## src/hsfc_pkg.sv

```systemverilog
// hsfc_pkg: shared types, codes and the CRC-8 step function for the
// humidity sensor frame checker. No dependencies.
package hsfc_pkg;

    localparam int HSFC_FRAME_LEN   = 6;
    localparam int HSFC_QUEUE_DEPTH = 2;

    // input item kinds
    localparam logic KIND_DATA = 1'b0;
    localparam logic KIND_END  = 1'b1;

    // configuration register indexes
    localparam logic [1:0] CFG_TEMP_MIN = 2'd0;
    localparam logic [1:0] CFG_TEMP_MAX = 2'd1;
    localparam logic [1:0] CFG_HUM_MIN  = 2'd2;
    localparam logic [1:0] CFG_HUM_MAX  = 2'd3;

    // conversion constants
    localparam logic [14:0] TEMP_SPAN   = 15'd17500;
    localparam logic [13:0] HUM_SPAN    = 14'd10000;
    localparam logic [14:0] TEMP_OFFSET = 15'd4500;
    localparam logic [16:0] DIV_CONST   = 17'd65535;

    localparam logic [7:0] CRC_INIT = 8'hFF;
    localparam logic [7:0] CRC_POLY = 8'h31;

    typedef enum logic [2:0] {
        ST_OK    = 3'd0,
        ST_SHORT = 3'd1,
        ST_CRC   = 3'd2,
        ST_RANGE = 3'd3,
        ST_ZERO  = 3'd4
    } status_t;

    // one finished transfer handed from front to back
    typedef struct packed {
        logic [2:0]                          count;
        logic [HSFC_FRAME_LEN-1:0][7:0]      bytes;
    } job_t;

    typedef struct packed {
        logic [14:0] temp_min;
        logic [14:0] temp_max;
        logic [13:0] hum_min;
        logic [13:0] hum_max;
    } limits_t;

    // CRC-8 over one byte already xored into the register, MSB first
    function automatic logic [7:0] crc8_byte(input logic [7:0] c_in);
        logic [7:0] c;
        c = c_in;
        for (int k = 0; k < 8; k++) begin
            if (c[7])
                c = {c[6:0], 1'b0} ^ CRC_POLY;
            else
                c = {c[6:0], 1'b0};
        end
        return c;
    endfunction

endpackage

```

## src/humidity_sensor_frame_checker_unit.sv

```systemverilog
// humidity_sensor_frame_checker_unit: top level with the limit registers,
// front end, transfer queue and decode pipeline. Depends on hsfc_pkg,
// hsfc_front, hsfc_queue and hsfc_back.
//
// Usage:
//   Input channel (byte_valid / byte_stall): each transfer carries either a
//   data byte (kind = 0, rx_byte) or an end marker (kind = 1). The input
//   stalls, for data bytes and end markers alike, only while the transfer
//   queue is full.
//   Output channel (result_valid / result_stall): one result per end marker.
//   The end marker's job passes through the queue write, the first CRC step,
//   the CRC check + multiply, the divide and the result register, in order.
//   Throughput: one input transfer per cycle while the queue is not full;
//   results can also leave one per cycle when not stalled. The pipeline
//   advances as one whenever the result register is empty or being taken.
//   When the receiver stalls, the result holds and the pipeline freezes;
//   the queue absorbs QUEUE_DEPTH end markers before the input stalls.
//   Data bytes keep being taken into the frame store until then. Reset:
//   byte count zero, queue and pipeline empty, limits at their defaults
//   (-20.00 C .. 80.00 C, 0.00 % .. 100.00 %). Limits are written through
//   cfg_we/cfg_index/cfg_data only while idle; only the user enforces this.
module humidity_sensor_frame_checker_unit
    import hsfc_pkg::*;
#(
    parameter int QUEUE_DEPTH = HSFC_QUEUE_DEPTH
)
(
    input  logic        clk,
    input  logic        rst_n,
    input  logic        cfg_we,
    input  logic [1:0]  cfg_index,
    input  logic [14:0] cfg_data,
    input  logic        byte_valid,
    output logic        byte_stall,
    input  logic        kind,
    input  logic [7:0]  rx_byte,
    output logic        result_valid,
    input  logic        result_stall,
    output logic [2:0]  status,
    output logic [2:0]  byte_count,
    output logic        frame_ok,
    output logic [15:0] temp_raw,
    output logic [15:0] raw_hum,
    output logic        temp_crc_ok,
    output logic        hum_crc_ok,
    output logic [14:0] temp_centi,
    output logic [13:0] hum_centi,
    output logic        in_range
);

    limits_t limits_reg;
    logic    push, full, pop, not_empty;
    job_t    push_job, head;

    // limit registers; all four indexes are defined
    always_ff @(posedge clk or negedge rst_n)
    begin
        if (!rst_n) begin
            limits_reg.temp_min <= -15'sd2000;
            limits_reg.temp_max <= 15'sd8000;
            limits_reg.hum_min  <= 14'd0;
            limits_reg.hum_max  <= 14'd10000;
        end else if (cfg_we) begin
            unique case (cfg_index)
                CFG_TEMP_MIN: limits_reg.temp_min <= cfg_data;
                CFG_TEMP_MAX: limits_reg.temp_max <= cfg_data;
                CFG_HUM_MIN:  limits_reg.hum_min  <= cfg_data[13:0];
                CFG_HUM_MAX:  limits_reg.hum_max  <= cfg_data[13:0];
                default:      limits_reg          <= limits_reg;
            endcase
        end
    end

    hsfc_front u_front (
        .clk        (clk),
        .rst_n      (rst_n),
        .byte_valid (byte_valid),
        .byte_stall (byte_stall),
        .kind       (kind),
        .rx_byte    (rx_byte),
        .queue_full (full),
        .push       (push),
        .push_job   (push_job)
    );

    hsfc_queue #(
        .DEPTH (QUEUE_DEPTH)
    ) u_queue (
        .clk       (clk),
        .rst_n     (rst_n),
        .push      (push),
        .push_job  (push_job),
        .full      (full),
        .pop       (pop),
        .not_empty (not_empty),
        .head      (head)
    );

    hsfc_back u_back (
        .clk          (clk),
        .rst_n        (rst_n),
        .not_empty    (not_empty),
        .head         (head),
        .pop          (pop),
        .limits       (limits_reg),
        .result_valid (result_valid),
        .result_stall (result_stall),
        .status       (status),
        .byte_count   (byte_count),
        .frame_ok     (frame_ok),
        .temp_raw     (temp_raw),
        .raw_hum      (raw_hum),
        .temp_crc_ok  (temp_crc_ok),
        .hum_crc_ok   (hum_crc_ok),
        .temp_centi   (temp_centi),
        .hum_centi    (hum_centi),
        .in_range     (in_range)
    );

endmodule

```

## src/hsfc_front.sv

```systemverilog
// hsfc_front: accepts bytes and end markers, keeps the first six bytes and
// a saturating count, and hands a job to the queue at each end marker.
// Depends on hsfc_pkg.
module hsfc_front
    import hsfc_pkg::*;
(
    input  logic       clk,
    input  logic       rst_n,
    input  logic       byte_valid,
    output logic       byte_stall,
    input  logic       kind,
    input  logic [7:0] rx_byte,
    input  logic       queue_full,
    output logic       push,
    output job_t       push_job
);

    logic [HSFC_FRAME_LEN-1:0][7:0] store_reg;
    logic [2:0]                     count_reg;
    logic [2:0]                     count_next;
    logic                           xfer;

    assign byte_stall = queue_full;
    assign xfer       = byte_valid && !byte_stall;
    assign push       = xfer && (kind == KIND_END);

    assign push_job.count = count_reg;
    assign push_job.bytes = store_reg;

    always_comb
    begin
        count_next = count_reg;
        if (xfer) begin
            if (kind == KIND_END)
                count_next = 3'd0;
            else if (count_reg != 3'd7)
                count_next = count_reg + 3'd1;
        end
    end

    always_ff @(posedge clk or negedge rst_n)
    begin
        if (!rst_n)
            count_reg <= 3'd0;
        else
            count_reg <= count_next;
    end

    // bytes past the sixth are dropped
    always_ff @(posedge clk)
    begin
        for (int i = 0; i < HSFC_FRAME_LEN; i++) begin
            if (xfer && kind == KIND_DATA && count_reg == 3'(i))
                store_reg[i] <= rx_byte;
        end
    end

endmodule

```

## src/hsfc_queue.sv

```systemverilog
// hsfc_queue: small FIFO of finished transfers between front and back.
// Depends on hsfc_pkg.
module hsfc_queue
    import hsfc_pkg::*;
#(
    parameter int DEPTH = HSFC_QUEUE_DEPTH
)
(
    input  logic clk,
    input  logic rst_n,
    input  logic push,
    input  job_t push_job,
    output logic full,
    input  logic pop,
    output logic not_empty,
    output job_t head
);

    localparam int PW = $clog2(DEPTH);
    localparam int CW = $clog2(DEPTH + 1);

    job_t          mem [DEPTH];
    logic [PW-1:0] wr_ptr_reg;
    logic [PW-1:0] rd_ptr_reg;
    logic [CW-1:0] fill_reg;

    assign full      = (fill_reg == CW'(DEPTH));
    assign not_empty = (fill_reg != '0);
    assign head      = mem[rd_ptr_reg];

    always_ff @(posedge clk or negedge rst_n)
    begin
        if (!rst_n) begin
            wr_ptr_reg <= '0;
            rd_ptr_reg <= '0;
            fill_reg   <= '0;
        end else begin
            if (push)
                wr_ptr_reg <= (wr_ptr_reg == PW'(DEPTH - 1)) ? '0 : wr_ptr_reg + 1'b1;
            if (pop)
                rd_ptr_reg <= (rd_ptr_reg == PW'(DEPTH - 1)) ? '0 : rd_ptr_reg + 1'b1;
            if (push && !pop)
                fill_reg <= fill_reg + 1'b1;
            else if (pop && !push)
                fill_reg <= fill_reg - 1'b1;
        end
    end

    always_ff @(posedge clk)
    begin
        if (push)
            mem[wr_ptr_reg] <= push_job;
    end

endmodule

```

## src/hsfc_back.sv

```systemverilog
// hsfc_back: four-stage pipeline that checks CRCs, converts the words and
// tests limits; the last stage is the result register. Depends on hsfc_pkg.
module hsfc_back
    import hsfc_pkg::*;
(
    input  logic        clk,
    input  logic        rst_n,
    input  logic        not_empty,
    input  job_t        head,
    output logic        pop,
    input  limits_t     limits,
    output logic        result_valid,
    input  logic        result_stall,
    output logic [2:0]  status,
    output logic [2:0]  byte_count,
    output logic        frame_ok,
    output logic [15:0] temp_raw,
    output logic [15:0] raw_hum,
    output logic        temp_crc_ok,
    output logic        hum_crc_ok,
    output logic [14:0] temp_centi,
    output logic [13:0] hum_centi,
    output logic        in_range
);

    logic adv;

    // stage 1: first CRC byte step
    logic        s1_valid_reg;
    job_t        s1_job_reg;
    logic [7:0]  s1_ct_reg, s1_ch_reg;
    // stage 2: CRC compare and products
    logic        s2_valid_reg;
    logic [2:0]  s2_count_reg;
    logic [15:0] s2_raw_t_reg, s2_raw_h_reg;
    logic        s2_tcrc_reg, s2_hcrc_reg;
    logic [30:0] s2_prod_t_reg;
    logic [29:0] s2_prod_h_reg;
    // stage 3: divide by 65535
    logic        s3_valid_reg;
    logic [2:0]  s3_count_reg;
    logic [15:0] s3_raw_t_reg, s3_raw_h_reg;
    logic        s3_tcrc_reg, s3_hcrc_reg;
    logic [14:0] s3_temp_reg;
    logic [13:0] s3_hum_reg;
    // result register
    logic        out_valid_reg;
    status_t     out_status_reg;
    logic [2:0]  out_count_reg;
    logic        out_frame_ok_reg;
    logic [15:0] out_raw_t_reg, out_raw_h_reg;
    logic        out_tcrc_reg, out_hcrc_reg;
    logic [14:0] out_temp_reg;
    logic [13:0] out_hum_reg;
    logic        out_inr_reg;

    // stage 3 combinational
    logic [14:0] q0_t, qt;
    logic [13:0] q0_h, qh;
    logic [16:0] r_t, r_h;
    // result combinational
    logic        f_ok, crc_ok, inr;
    status_t     st;

    // whole pipeline moves together whenever the result slot can take data
    assign adv = !out_valid_reg || !result_stall;
    assign pop = adv && not_empty;

    // floor(x / 65535): quotient estimate x>>16, one correction step
    assign q0_t = s2_prod_t_reg[30:16];
    assign r_t  = 17'(s2_prod_t_reg[15:0]) + 17'(q0_t);
    assign qt   = q0_t + 15'(r_t >= DIV_CONST);
    assign q0_h = 14'(s2_prod_h_reg[29:16]);
    assign r_h  = 17'(s2_prod_h_reg[15:0]) + 17'(q0_h);
    assign qh   = q0_h + 14'(r_h >= DIV_CONST);

    always_comb
    begin
        f_ok   = (s3_count_reg == 3'(HSFC_FRAME_LEN));
        crc_ok = s3_tcrc_reg && s3_hcrc_reg;
        inr    = crc_ok
                 && ($signed(s3_temp_reg) >= $signed(limits.temp_min))
                 && ($signed(s3_temp_reg) <= $signed(limits.temp_max))
                 && (s3_hum_reg >= limits.hum_min)
                 && (s3_hum_reg <= limits.hum_max);
        priority if (!f_ok)
            st = ST_SHORT;
        else if (!crc_ok)
            st = ST_CRC;
        else if (inr)
            st = ST_OK;
        else if (s3_raw_t_reg == 16'd0 && s3_raw_h_reg == 16'd0)
            st = ST_ZERO;
        else
            st = ST_RANGE;
    end

    always_ff @(posedge clk or negedge rst_n)
    begin
        if (!rst_n) begin
            s1_valid_reg  <= 1'b0;
            s2_valid_reg  <= 1'b0;
            s3_valid_reg  <= 1'b0;
            out_valid_reg <= 1'b0;
        end else if (adv) begin
            s1_valid_reg  <= not_empty;
            s2_valid_reg  <= s1_valid_reg;
            s3_valid_reg  <= s2_valid_reg;
            out_valid_reg <= s3_valid_reg;
        end
    end

    always_ff @(posedge clk)
    begin
        if (adv) begin
            s1_job_reg <= head;
            s1_ct_reg  <= crc8_byte(head.bytes[0] ^ CRC_INIT);
            s1_ch_reg  <= crc8_byte(head.bytes[3] ^ CRC_INIT);

            s2_count_reg  <= s1_job_reg.count;
            s2_raw_t_reg  <= {s1_job_reg.bytes[0], s1_job_reg.bytes[1]};
            s2_raw_h_reg  <= {s1_job_reg.bytes[3], s1_job_reg.bytes[4]};
            s2_tcrc_reg   <= (s1_job_reg.bytes[2] ==
                              crc8_byte(s1_ct_reg ^ s1_job_reg.bytes[1]));
            s2_hcrc_reg   <= (s1_job_reg.bytes[5] ==
                              crc8_byte(s1_ch_reg ^ s1_job_reg.bytes[4]));
            s2_prod_t_reg <= 31'({s1_job_reg.bytes[0], s1_job_reg.bytes[1]}) * 31'(TEMP_SPAN);
            s2_prod_h_reg <= 30'({s1_job_reg.bytes[3], s1_job_reg.bytes[4]}) * 30'(HUM_SPAN);

            s3_count_reg <= s2_count_reg;
            s3_raw_t_reg <= s2_raw_t_reg;
            s3_raw_h_reg <= s2_raw_h_reg;
            s3_tcrc_reg  <= s2_tcrc_reg;
            s3_hcrc_reg  <= s2_hcrc_reg;
            s3_temp_reg  <= qt - TEMP_OFFSET;
            s3_hum_reg   <= qh;

            // short frames report zeros; CRC failures keep raw words and flags
            out_status_reg   <= st;
            out_count_reg    <= s3_count_reg;
            out_frame_ok_reg <= f_ok;
            out_raw_t_reg    <= f_ok ? s3_raw_t_reg : 16'd0;
            out_raw_h_reg    <= f_ok ? s3_raw_h_reg : 16'd0;
            out_tcrc_reg     <= f_ok && s3_tcrc_reg;
            out_hcrc_reg     <= f_ok && s3_hcrc_reg;
            out_temp_reg     <= (f_ok && crc_ok) ? s3_temp_reg : 15'd0;
            out_hum_reg      <= (f_ok && crc_ok) ? s3_hum_reg : 14'd0;
            out_inr_reg      <= f_ok && inr;
        end
    end

    assign result_valid = out_valid_reg;
    assign status       = out_status_reg;
    assign byte_count   = out_count_reg;
    assign frame_ok     = out_frame_ok_reg;
    assign temp_raw     = out_raw_t_reg;
    assign raw_hum      = out_raw_h_reg;
    assign temp_crc_ok  = out_tcrc_reg;
    assign hum_crc_ok   = out_hcrc_reg;
    assign temp_centi   = out_temp_reg;
    assign hum_centi    = out_hum_reg;
    assign in_range     = out_inr_reg;

endmodule

```

## config.mk

```make
export PLATFORM = sky130hd
export DESIGN_NAME = humidity_sensor_frame_checker_unit
export DESIGN_NICKNAME = d
export VERILOG_FILES = /design/src/hsfc_pkg.sv /design/src/humidity_sensor_frame_checker_unit.sv /design/src/hsfc_front.sv /design/src/hsfc_queue.sv /design/src/hsfc_back.sv
export SDC_FILE = /design/constraint.sdc
export NUM_CORES = 1
export LEC_CHECK = 0
export ABC_CLOCK_PERIOD_IN_PS = 9900
export BUFFER_PORTS_ARGS = -buffer_cell sky130_fd_sc_hd__buf_2
export CAP_MARGIN = 20
export CORE_MARGIN = 2
export CORE_UTILIZATION = 44
export DETAILED_ROUTE_END_ITERATION = 16
export SLEW_MARGIN = 25
export SYNTH_ARGS = -nofsm -noshare
export SYNTH_HDL_FRONTEND = slang
export SYNTH_SLANG_ARGS = --single-unit
export TNS_END_PERCENT = 100
```

## constraint.sdc

```tcl
create_clock -name clk -period 9.9 [get_ports clk]
set_input_delay 0.99 -clock clk [delete_from_list [all_inputs] [get_ports clk]]
set_output_delay 0.99 -clock clk [all_outputs]
set_load 0.005 [all_outputs]
```

Word level (Yosys, flattened, before mapping) --
Memories as Yosys holds them, arrays and structs flattened. Index checks and enable logic that the tools add are counted.
Cells by class: multiply operators 2, add/sub/neg operators 10, bitwise logic cells 39, $lt $le $gt $ge 6, reduce and logical (&&, ||, !) cells 41, equal/unequal tests 13, multiplexer cells 73
Operator list (count):
- $mux W8 | 30
- $mux W6 | 32
- $not A3 Y3 | 32
- $ge A17 B16 Y1 const B | 2
- $logic_not A16 Y1 | 2
- $mul A16 B13 Y29 const B | 1
- $mul A16 B10 Y26 const B | 1
- $logic_and A1 B1 Y1 | 22
- $add A16 B14 Y17 | 1
- $add A16 B15 Y17 | 1
- $eq A8 B8 Y1 | 2
- $not A8 Y8 | 2
- $xor A8 B8 Y8 | 2
- $add A15 B1 Y15 | 1
- $ge A15 B15 Y1 | 1
- $le A15 B15 Y1 | 1
- $sub A15 B13 Y15 const B | 1
- $add A14 B1 Y14 | 1
- $ge A14 B14 Y1 | 1
- $le A14 B14 Y1 | 1
- $reduce_and A2 Y1 | 5
- $eq A3 B3 Y1 const B | 3
- $mux W3 | 3
- $mux W2 | 4
- 17 further kinds | 32
Word-level totals: output and inout port bits 73, flip-flop bits (word level) 413, bits in writable memories 102, memories kept 1
Memories:
- u_queue.mem | words 2, bits a word 51, read ports 1, clocked after memory_dff 0, wr ports 1, RTL line hsfc_queue.sv:22 | job_t mem [DEPTH];

Logic depth before layout (Yosys ltp) --
Gate-level depths: netlist (run 1).
depth in word-level cells 26, gate-level depth with buffers 20

Modules after synthesis --
From an unflattened synthesis (run 1), not the netlist that was laid out.
Unflattened totals: cells, all modules 1911, area total of the unflattened synthesis 26882.0 um^2
By module, submodules not included:
- hsfc_back | area an instance 18818.0 um^2, seq. area each 8838.5 um^2, instances 1, cells each 1532
- hsfc_queue | area an instance 4121.5 um^2, seq. area each 3163.0 um^2, instances 1, cells each 175
- humidity_sensor_frame_checker_unit | area an instance 2202.1 um^2, seq. area each 1472.7 um^2, instances 1, cells each 124
- hsfc_front | area an instance 1740.4 um^2, seq. area each 1516.5 um^2, instances 1, cells each 80

Least setup slack after synthesis (run 1) --
No wires, ideal clock.
path type input port to flip-flop, start point in result_stall, end point reg u_queue.fill_reg[1], stages on the path 5, setup time 0.079 ns, path slack 0.127 ns, data arrival time 9.693 ns, buffers on the path 0, cell sequence nand2_1 o21ai_0 ha_1 nor2_1 xor2_1
Between the ends: longest elaborated chain between the ends 6, elaborated cells between the ends (all ways) 8, those cells by class mux (1); reduce/logical (7)
RTL lines:
- start, declared | RTL line humidity_sensor_frame_checker_unit.sv:38 | input logic result_stall,
- $logic_not A1 Y1 (*) | RTL line hsfc_back.sv:66 | assign adv = !out_valid_reg || !result_stall;
- $logic_or A1 B1 Y1 (*) | RTL line hsfc_back.sv:66
- $logic_and A1 B1 Y1 (*) | RTL line hsfc_back.sv:67 | assign pop = adv && not_empty;
- $logic_not A1 Y1 | RTL line hsfc_queue.sv:42 | if (push && !pop)
- $logic_and A1 B1 Y1 | RTL line hsfc_queue.sv:42
- $mux W2 / $reduce_bool A2 Y1 (equally long branches)
- end signal, assigned | RTL line hsfc_queue.sv:43 | fill_reg <= fill_reg + 1'b1;
- end signal, assigned | RTL line hsfc_queue.sv:45 | fill_reg <= fill_reg - 1'b1;
- end, declared | RTL line hsfc_queue.sv:25 | logic [CW-1:0] fill_reg;
Mark *: on every way between the ends. The rest lies on a longest branch, timed or not. A chain may end at the register's enable or synchronous reset.

Worst setup path in the final report (run 1) --
start point reg u_back.s1_job_reg[12] (netlist name), end point reg u_back.s2_prod_t_reg[28], data pin
Between the ends: longest elaborated chain between the ends 1
RTL lines:
- start, declared | RTL line hsfc_back.sv:30 | job_t s1_job_reg;
- start signal, assigned | RTL line hsfc_back.sv:116 | s1_job_reg <= head;
- $mul A16 B13 Y29 | RTL line hsfc_back.sv:127 | s2_prod_t_reg <= 31'({s1_job_reg.bytes[0], s1_job_reg.bytes[1]}) * 31'(TEMP_SPAN);
- end signal, assigned | RTL line hsfc_back.sv:127
- end, declared | RTL line hsfc_back.sv:37 | logic [30:0] s2_prod_t_reg;
Every way passes these cells.

==> impl_metrics.env, run 1 <==
export IMPL_first_global_vias=15023
export IMPL_synth_ff_type="edfxtp_1"
export IMPL_avgSynthCellArea_sq_um=13.5
export IMPL_cts_root_buffer="clkbuf_16"
export IMPL_initial_core_util=0.444
export IMPL_synth_seq_area_share=0.560
export IMPL_grt_max_degree=76
export IMPL_grt_pass1_wl_um=83600
export IMPL_netlist_area_sq_um=26800
export IMPL_cpMaxStageDelayCell="edfxtp_1"
export IMPL_antenna_left=0
export IMPL_io_buffers=103
export IMPL_syn_instance_count=1983
export IMPL_hpwl_um=39200
export IMPL_antenna_found_initial=5
export IMPL_crit_type="reg2reg"
export IMPL_worst_slew_pin_slew_ns=0.936
export IMPL_ctsHoldBuffers=0
export IMPL_gr_total_overflow=0
export IMPL_std_cell_rows=90
export IMPL_syn_nets=2356
export IMPL_cts_num_sinks=510
export IMPL_wirelength_um=53100
export IMPL_stdcell_count=2959
export IMPL_postCtsResizedCells=0
export IMPL_viasPerCell=5.02
export IMPL_ios=104
export IMPL_dp_cells=2856
export IMPL_core_sq_um=60200
export IMPL_htree_levels=2
export IMPL_drt_pass1_iter_count=4
export IMPL_arrival_ns=5.52
export IMPL_slowest_delay_ns=0.53
export IMPL_die_w_um=251
export IMPL_rsz0062_at_grt="false"
export IMPL_path_cells="ha_1, fa_1, ha_1, ha_1, inv_1, fa_1, inv_1, fa_1, a21o_1, a21oi_1, o21bai_1, a211oi_1, o21ai_0, a221oi_1, a21oi_1, o21a_1"
export IMPL_synth_edf_count=441
export IMPL_cp_end_kind="flop"
export IMPL_slew_violations=0
export IMPL_layout_nets=2505
export IMPL_fin_crit_sh=0.522
export IMPL_drive_gt1_frac=0.148
export IMPL_avgRoutedWirePerCell_um=17.9
export IMPL_cts_tree="built"
export IMPL_yosys_register_bits=510
export IMPL_gr_usage_all_layers=0.171
export IMPL_drt_iter0_drc=793
export IMPL_timing_fmax_mhz=193
export IMPL_crit_family="adder cells"
export IMPL_numCtsBuffers=56
export IMPL_hold_ws_ns=0.398
export IMPL_worst_ep_required_time_ns=10.25
export IMPL_drc=0
export IMPL_min_period_ns=5.17
export IMPL_clk_insertion_delay_late_ns=0.61
export IMPL_fin_ws_ns=4.73
export IMPL_clock_skew_ns=0.0285
export IMPL_synth_distinct_cells=67
export IMPL_clk_pin_slew_ns=0.07
export IMPL_async_flop_share=0.135
export IMPL_finalHoldViolations=0
export IMPL_cp_max_fo=7
export IMPL_yosys_warnings=0
export IMPL_setup_viol=0
export IMPL_cp_num_buf_inv=2
export IMPL_die_y_um=251
export IMPL_fin_setup_tns_ns=0
export IMPL_syn_to_final_growth_pct=12.7
export IMPL_place_ws_ns=4.70
export IMPL_gp_congestion=0.884
export IMPL_status="complete, no violations"
export IMPL_hp_class="reg2reg"
export IMPL_largest_reg_flops=102
export IMPL_fp_dieArea_sq_um=62800
export IMPL_drv_cap=0
export IMPL_cp_start_kind="flop"
export IMPL_cts_setup_buffers=0
export IMPL_vias=14861
export IMPL_n_antenna_cell=0
export IMPL_slew_headroom=0.376
export IMPL_clk_path_buf_depth=3
-- metal layers --
layer | part of all wire | up-vias | track usage
li1 | - | 7290 | -
met3 | 0.045 | 71 | 0.0299
met1 | 0.48 | 7203 | 0.242
met2 | 0.45 | 289 | 0.273
met4 | 0.019 | 8 | 0.0416
met5 | 0.0011 | - | 0
-- through the flow --
step | area, sq um | util
after floorplan | 26800 | -
after global placement | 28300 | 0.469
after detailed placement | 28300 | 0.469
after CTS | 30100 | 0.500
after global routing | 30200 | 0.500
final | 30200 | 0.500
-- worst paths after layout --
path / end / slack, ns / cells past startpoint / start
setup / recovery: u_back.s2_prod_t_reg[28]$_DFFE_PP_ / 4.73 / 16 / u_back.s1_job_reg[12]$_DFFE_PP_
hold / removal: u_back.s3_raw_h_reg[10]$_DFFE_PP_ / 0.40 / 0 / u_back.s2_raw_h_reg[10]$_DFFE_PP_
setup reg to reg: u_back.s2_prod_t_reg[28]$_DFFE_PP_ / 4.73 / 16 / u_back.s1_job_reg[12]$_DFFE_PP_
hold reg to reg: u_back.s3_raw_h_reg[10]$_DFFE_PP_ / 0.40 / 0 / u_back.s2_raw_h_reg[10]$_DFFE_PP_
max in group asynchronous: u_queue.rd_ptr_reg$_DFFE_PN0P_ / 8.92 / 1 / rst_n
min in group asynchronous: limits_reg[30]$_DFFE_PN0P_ / 0.42 / 1 / rst_n
-- cell usage in the layout (no fill, tap or decap), types with 5 or more instances in the layout --
master	instances
a211o_1	5
a211oi_1	9
a21boi_0	5
a21o_1	39
a21oi_1	65
a31oi_1	11
and2_1	71
and3_1	12
buf_2	102
buf_4	9
bufinv_16	8
clkbuf_1	7
clkbuf_16	56
clkinv_1	9
clkinv_2	8
clkinvlp_4	8
dfrtp_1	51
dfstp_2	17
edfxtp_1	441
fa_1	82
ha_1	260
inv_1	315
mux2_2	86
mux2i_1	12
nand2_1	61
nand2b_1	10
nand3_1	20
nand4_1	14
nor2_1	54
nor2b_1	12
nor3_1	20
nor4_1	10
o21a_1	9
o21ai_0	46
o21bai_1	7
o22ai_1	5
xnor2_1	94
xor2_1	47
-- cell usage after synthesis (9+ instances only) --
| cell | n | area share |
|---|---|---|
| a31oi_1 | 11 | 0.0026 |
| clkbuf_1 | 18 | 0.0025 |
| nor2_1 | 55 | 0.0077 |
| inv_1 | 315 | 0.044 |
| and3_1 | 13 | 0.0030 |
| dfstp_2 | 17 | 0.017 |
| ha_1 | 260 | 0.12 |
| nand2_1 | 62 | 0.0087 |
| o21a_1 | 9 | 0.0025 |
| a21oi_1 | 65 | 0.012 |
| a21o_1 | 39 | 0.011 |
| dfrtp_1 | 52 | 0.049 |
| nand4_1 | 14 | 0.0033 |
| and2_1 | 71 | 0.017 |
| a211oi_1 | 9 | 0.0025 |
| mux2i_1 | 12 | 0.0045 |
| o21ai_0 | 46 | 0.0086 |
| nor4_1 | 10 | 0.0023 |
| nor3_1 | 20 | 0.0037 |
| nor2b_1 | 12 | 0.0028 |
| fa_1 | 82 | 0.061 |
| nand2b_1 | 10 | 0.0023 |
| mux2_2 | 86 | 0.036 |
| xor2_1 | 47 | 0.015 |
| nand3_1 | 20 | 0.0037 |
| xnor2_1 | 94 | 0.031 |
| edfxtp_1 | 441 | 0.49 |
-- area by class of cell --
cell class                 instances  area, sq um
clock inverter                    38          425
clock buffer                      65         1460
tap                              782          978
timing repair buffer             112          589
fill                            5152        30100
inverter                         315         1180
multi-input combinational       1137        10500
sequential                       510        15000
-- cell families (layout without fill, tap and decap cells) --
family / after synthesis / in the layout / synth area share
compound gates: 246 / 246 / 0.0621
xor+xnor: 141 / 141 / 0.0461
fa+ha+maj: 342 / 342 / 0.183
buf+inv: 336 / 530 / 0.0473
flops: 510 / 510 / 0.560
mux: 98 / 98 / 0.0407
simple gates: 310 / 310 / 0.0608
Power of run 1 is left out: the tool's default activity adds up to more than one toggle a clock period on the data nets, which glitch-free logic cannot reach.
==> inputs of run 2 (changes only) <==
--- a/config.mk
+++ b/config.mk
@@ -5,7 +5,7 @@
 export SDC_FILE = /design/constraint.sdc
 export NUM_CORES = 1
 export LEC_CHECK = 0
-export ABC_CLOCK_PERIOD_IN_PS = 9900
+export ABC_CLOCK_PERIOD_IN_PS = 4900
 export BUFFER_PORTS_ARGS = -buffer_cell sky130_fd_sc_hd__buf_2
 export CAP_MARGIN = 20
 export CORE_MARGIN = 2
==> constraint.sdc (replaced) <==
create_clock -name clk -period 4.9 [get_ports clk]
set_input_delay 0.49 -clock clk [delete_from_list [all_inputs] [get_ports clk]]
set_output_delay 0.49 -clock clk [all_outputs]
set_load 0.005 [all_outputs]
==> run 2 against run 1 <==
Net effect:
- via count is 1.6% higher
- critical path type unchanged
- clock-buffer cell count stayed put
- critical endpoint unchanged
- worst hold slack worse by 0.25 ns
==> impl_metrics.env, run 2 (synthesis gave the netlist of run 1 again) <==
export IMPL_status="complete, no violations"
export IMPL_syn_to_final_growth_pct=14.8
export IMPL_cts_num_sinks=510
export IMPL_vias=15106
export IMPL_cp_num_buf_inv=3
export IMPL_clk_pin_slew_ns=0.06
export IMPL_drive_gt1_frac=0.185
export IMPL_timing_fmax_mhz=209
export IMPL_clock_skew_ns=0.0147
export IMPL_hold_ws_ns=0.143
export IMPL_crit_type="reg2reg"
export IMPL_viasPerCell=4.99
export IMPL_grt_pass1_wl_um=85500
export IMPL_io_buffers=103
export IMPL_wl_met1_um=25200
export IMPL_crit_family="adder cells"
export IMPL_avgRoutedWirePerCell_um=17.8
export IMPL_drv_cap=0
export IMPL_drt_iter0_drc=824
export IMPL_dp_cells=2904
export IMPL_slew_headroom=0.362
export IMPL_n_antenna_cell=0
export IMPL_crit_top_cell="fa_1"
export IMPL_gp_congestion=0.859
export IMPL_initial_core_util=0.444
export IMPL_hpwl_um=39700
export IMPL_slew_violations=0
export IMPL_fin_ws_ns=0.121
export IMPL_core_sq_um=60200
export IMPL_cts_tree="built"
export IMPL_std_cell_rows=90
export IMPL_fin_crit_sh=0.975
export IMPL_numCtsBuffers=54
export IMPL_antenna_found_initial=2
export IMPL_largest_reg_flops=102
export IMPL_finalHoldViolations=0
export IMPL_clk_insertion_delay_late_ns=0.60
export IMPL_layout_nets=2571
export IMPL_first_global_vias=15558
export IMPL_gr_usage_all_layers=0.173
export IMPL_dr_wl_met3_um=2250
export IMPL_die_w_um=251
export IMPL_mostFrequentLayoutCells="441 x edfxtp_1, 314 x inv_1, 253 x ha_1"
export IMPL_cp_max_fo=4
export IMPL_hp_class="in2reg"
export IMPL_stdcell_count=3026
export IMPL_gr_total_overflow=0
export IMPL_arrival_ns=5.12
export IMPL_wirelength_um=53800
export IMPL_ios=104
export IMPL_grt_max_degree=157
export IMPL_cp_end_kind="flop"
export IMPL_place_ws_ns=-0.0757
export IMPL_drc=0
export IMPL_worst_ep_required_time_ns=5.24
export IMPL_fp_dieArea_sq_um=62800
export IMPL_dr_wl_met2_um=25000
export IMPL_dr_max_layer_used="met5"
export IMPL_final_common_cell="edfxtp_1"
export IMPL_cts_root_buffer="clkbuf_16"
export IMPL_setup_viol=0
export IMPL_worst_slew_pin_slew_ns=0.957
export IMPL_clk_path_buf_depth=3
export IMPL_cpMaxStageDelayCell="fa_1"
export IMPL_min_period_ns=4.78
export IMPL_drt_pass1_iter_count=6
export IMPL_cp_start_kind="flop"
export IMPL_placed_area_sq_um=28700
export IMPL_die_y_um=251
export IMPL_path_cells="ha_4, fa_1, ha_1, ha_1, inv_1, fa_1, inv_1, fa_1, a21o_1, a21oi_2, o21bai_1, a211oi_2, buf_4, o21ai_4, a221oi_2, a21oi_1, o21a_1"
export IMPL_antenna_left=0
export IMPL_stdcell_area_sq_um=30700
export IMPL_htree_levels=2
export IMPL_slowest_delay_ns=0.54
run 2: cell types whose count changed in the layout (fill, tap and decap cells not counted), sizes merged:
cell / previous run / this run
buf: 112 / 179
bufinv: 8 / 3
clkinv: 21 / 26
clkinvlp: 8 / 2
dlygate4sd3: 0 / 1
inv: 316 / 321
run 2: metrics by stage:
| step | util | setup TNS [ns] |
|---|---|---|
| floorplan | - | 0 |
| global placement | 0.475 | 0 |
| detailed placement | 0.476 | -0.0757 |
| CTS | 0.505 | 0 |
| global route | 0.510 | -0.0589 |
| finish | 0.510 | 0 |
run 2: worst paths after layout:
path / to / slack (ns) / startpoint / cells after the start
hold / removal: limits_reg[47]$_DFFE_PN1P_ / 0.14 / cfg_data[4] / 3
setup / recovery: u_back.s2_prod_t_reg[28]$_DFFE_PP_ / 0.12 / u_back.s1_job_reg[11]$_DFFE_PP_ / 17
min in group asynchronous: limits_reg[32]$_DFFE_PN0P_ / 0.42 / rst_n / 2
hold reg to reg: u_back.s3_raw_t_reg[2]$_DFFE_PP_ / 0.42 / u_back.s2_raw_t_reg[2]$_DFFE_PP_ / 0
max in group asynchronous: u_queue.rd_ptr_reg$_DFFE_PN0P_ / 3.57 / rst_n / 3
setup reg to reg: u_back.s2_prod_t_reg[28]$_DFFE_PP_ / 0.12 / u_back.s1_job_reg[11]$_DFFE_PP_ / 17
run 2: cell type report:
| cell class | instances | area, sq um |
|---|---|---|
| clock buffer | 65 | 1450 |
| clock inverter | 37 | 302 |
| fill | 5100 | 29500 |
| inverter | 315 | 1180 |
| multi-input combinational | 1137 | 10700 |
| sequential | 510 | 15000 |
| tap | 782 | 978 |
| timing repair buffer | 180 | 1110 |
run 2: routing by layer:
layer  up-vias  global-route usage
met2       286               0.286
met4         2              0.0498
met3        87              0.0282
met5         -                   0
met1      7309               0.236
li1       7422                   -
run 2: timing repair:
item                                    CTS  global route
buffers inserted                          0            19
endpoints found under the setup margin    2            21
resized for setup                         2            28
hold buffers                              0             1
endpoints found under the hold margin     0            33
pin swaps                                 0            21
run 2: worst reg2reg max path, stage by stage (launching register included):
cell	delay, ns
edfxtp_1	0.49
ha_4	0.32
fa_1	0.42
ha_1	0.32
ha_1	0.27
inv_1	0.05
fa_1	0.54
inv_1	0.07
fa_1	0.44
a21o_1	0.20
a21oi_2	0.16
o21bai_1	0.11
a211oi_2	0.25
buf_4	0.17
o21ai_4	0.07
a221oi_2	0.30
a21oi_1	0.14
o21a_1	0.21
Power of run 2 is left out for the same reason.
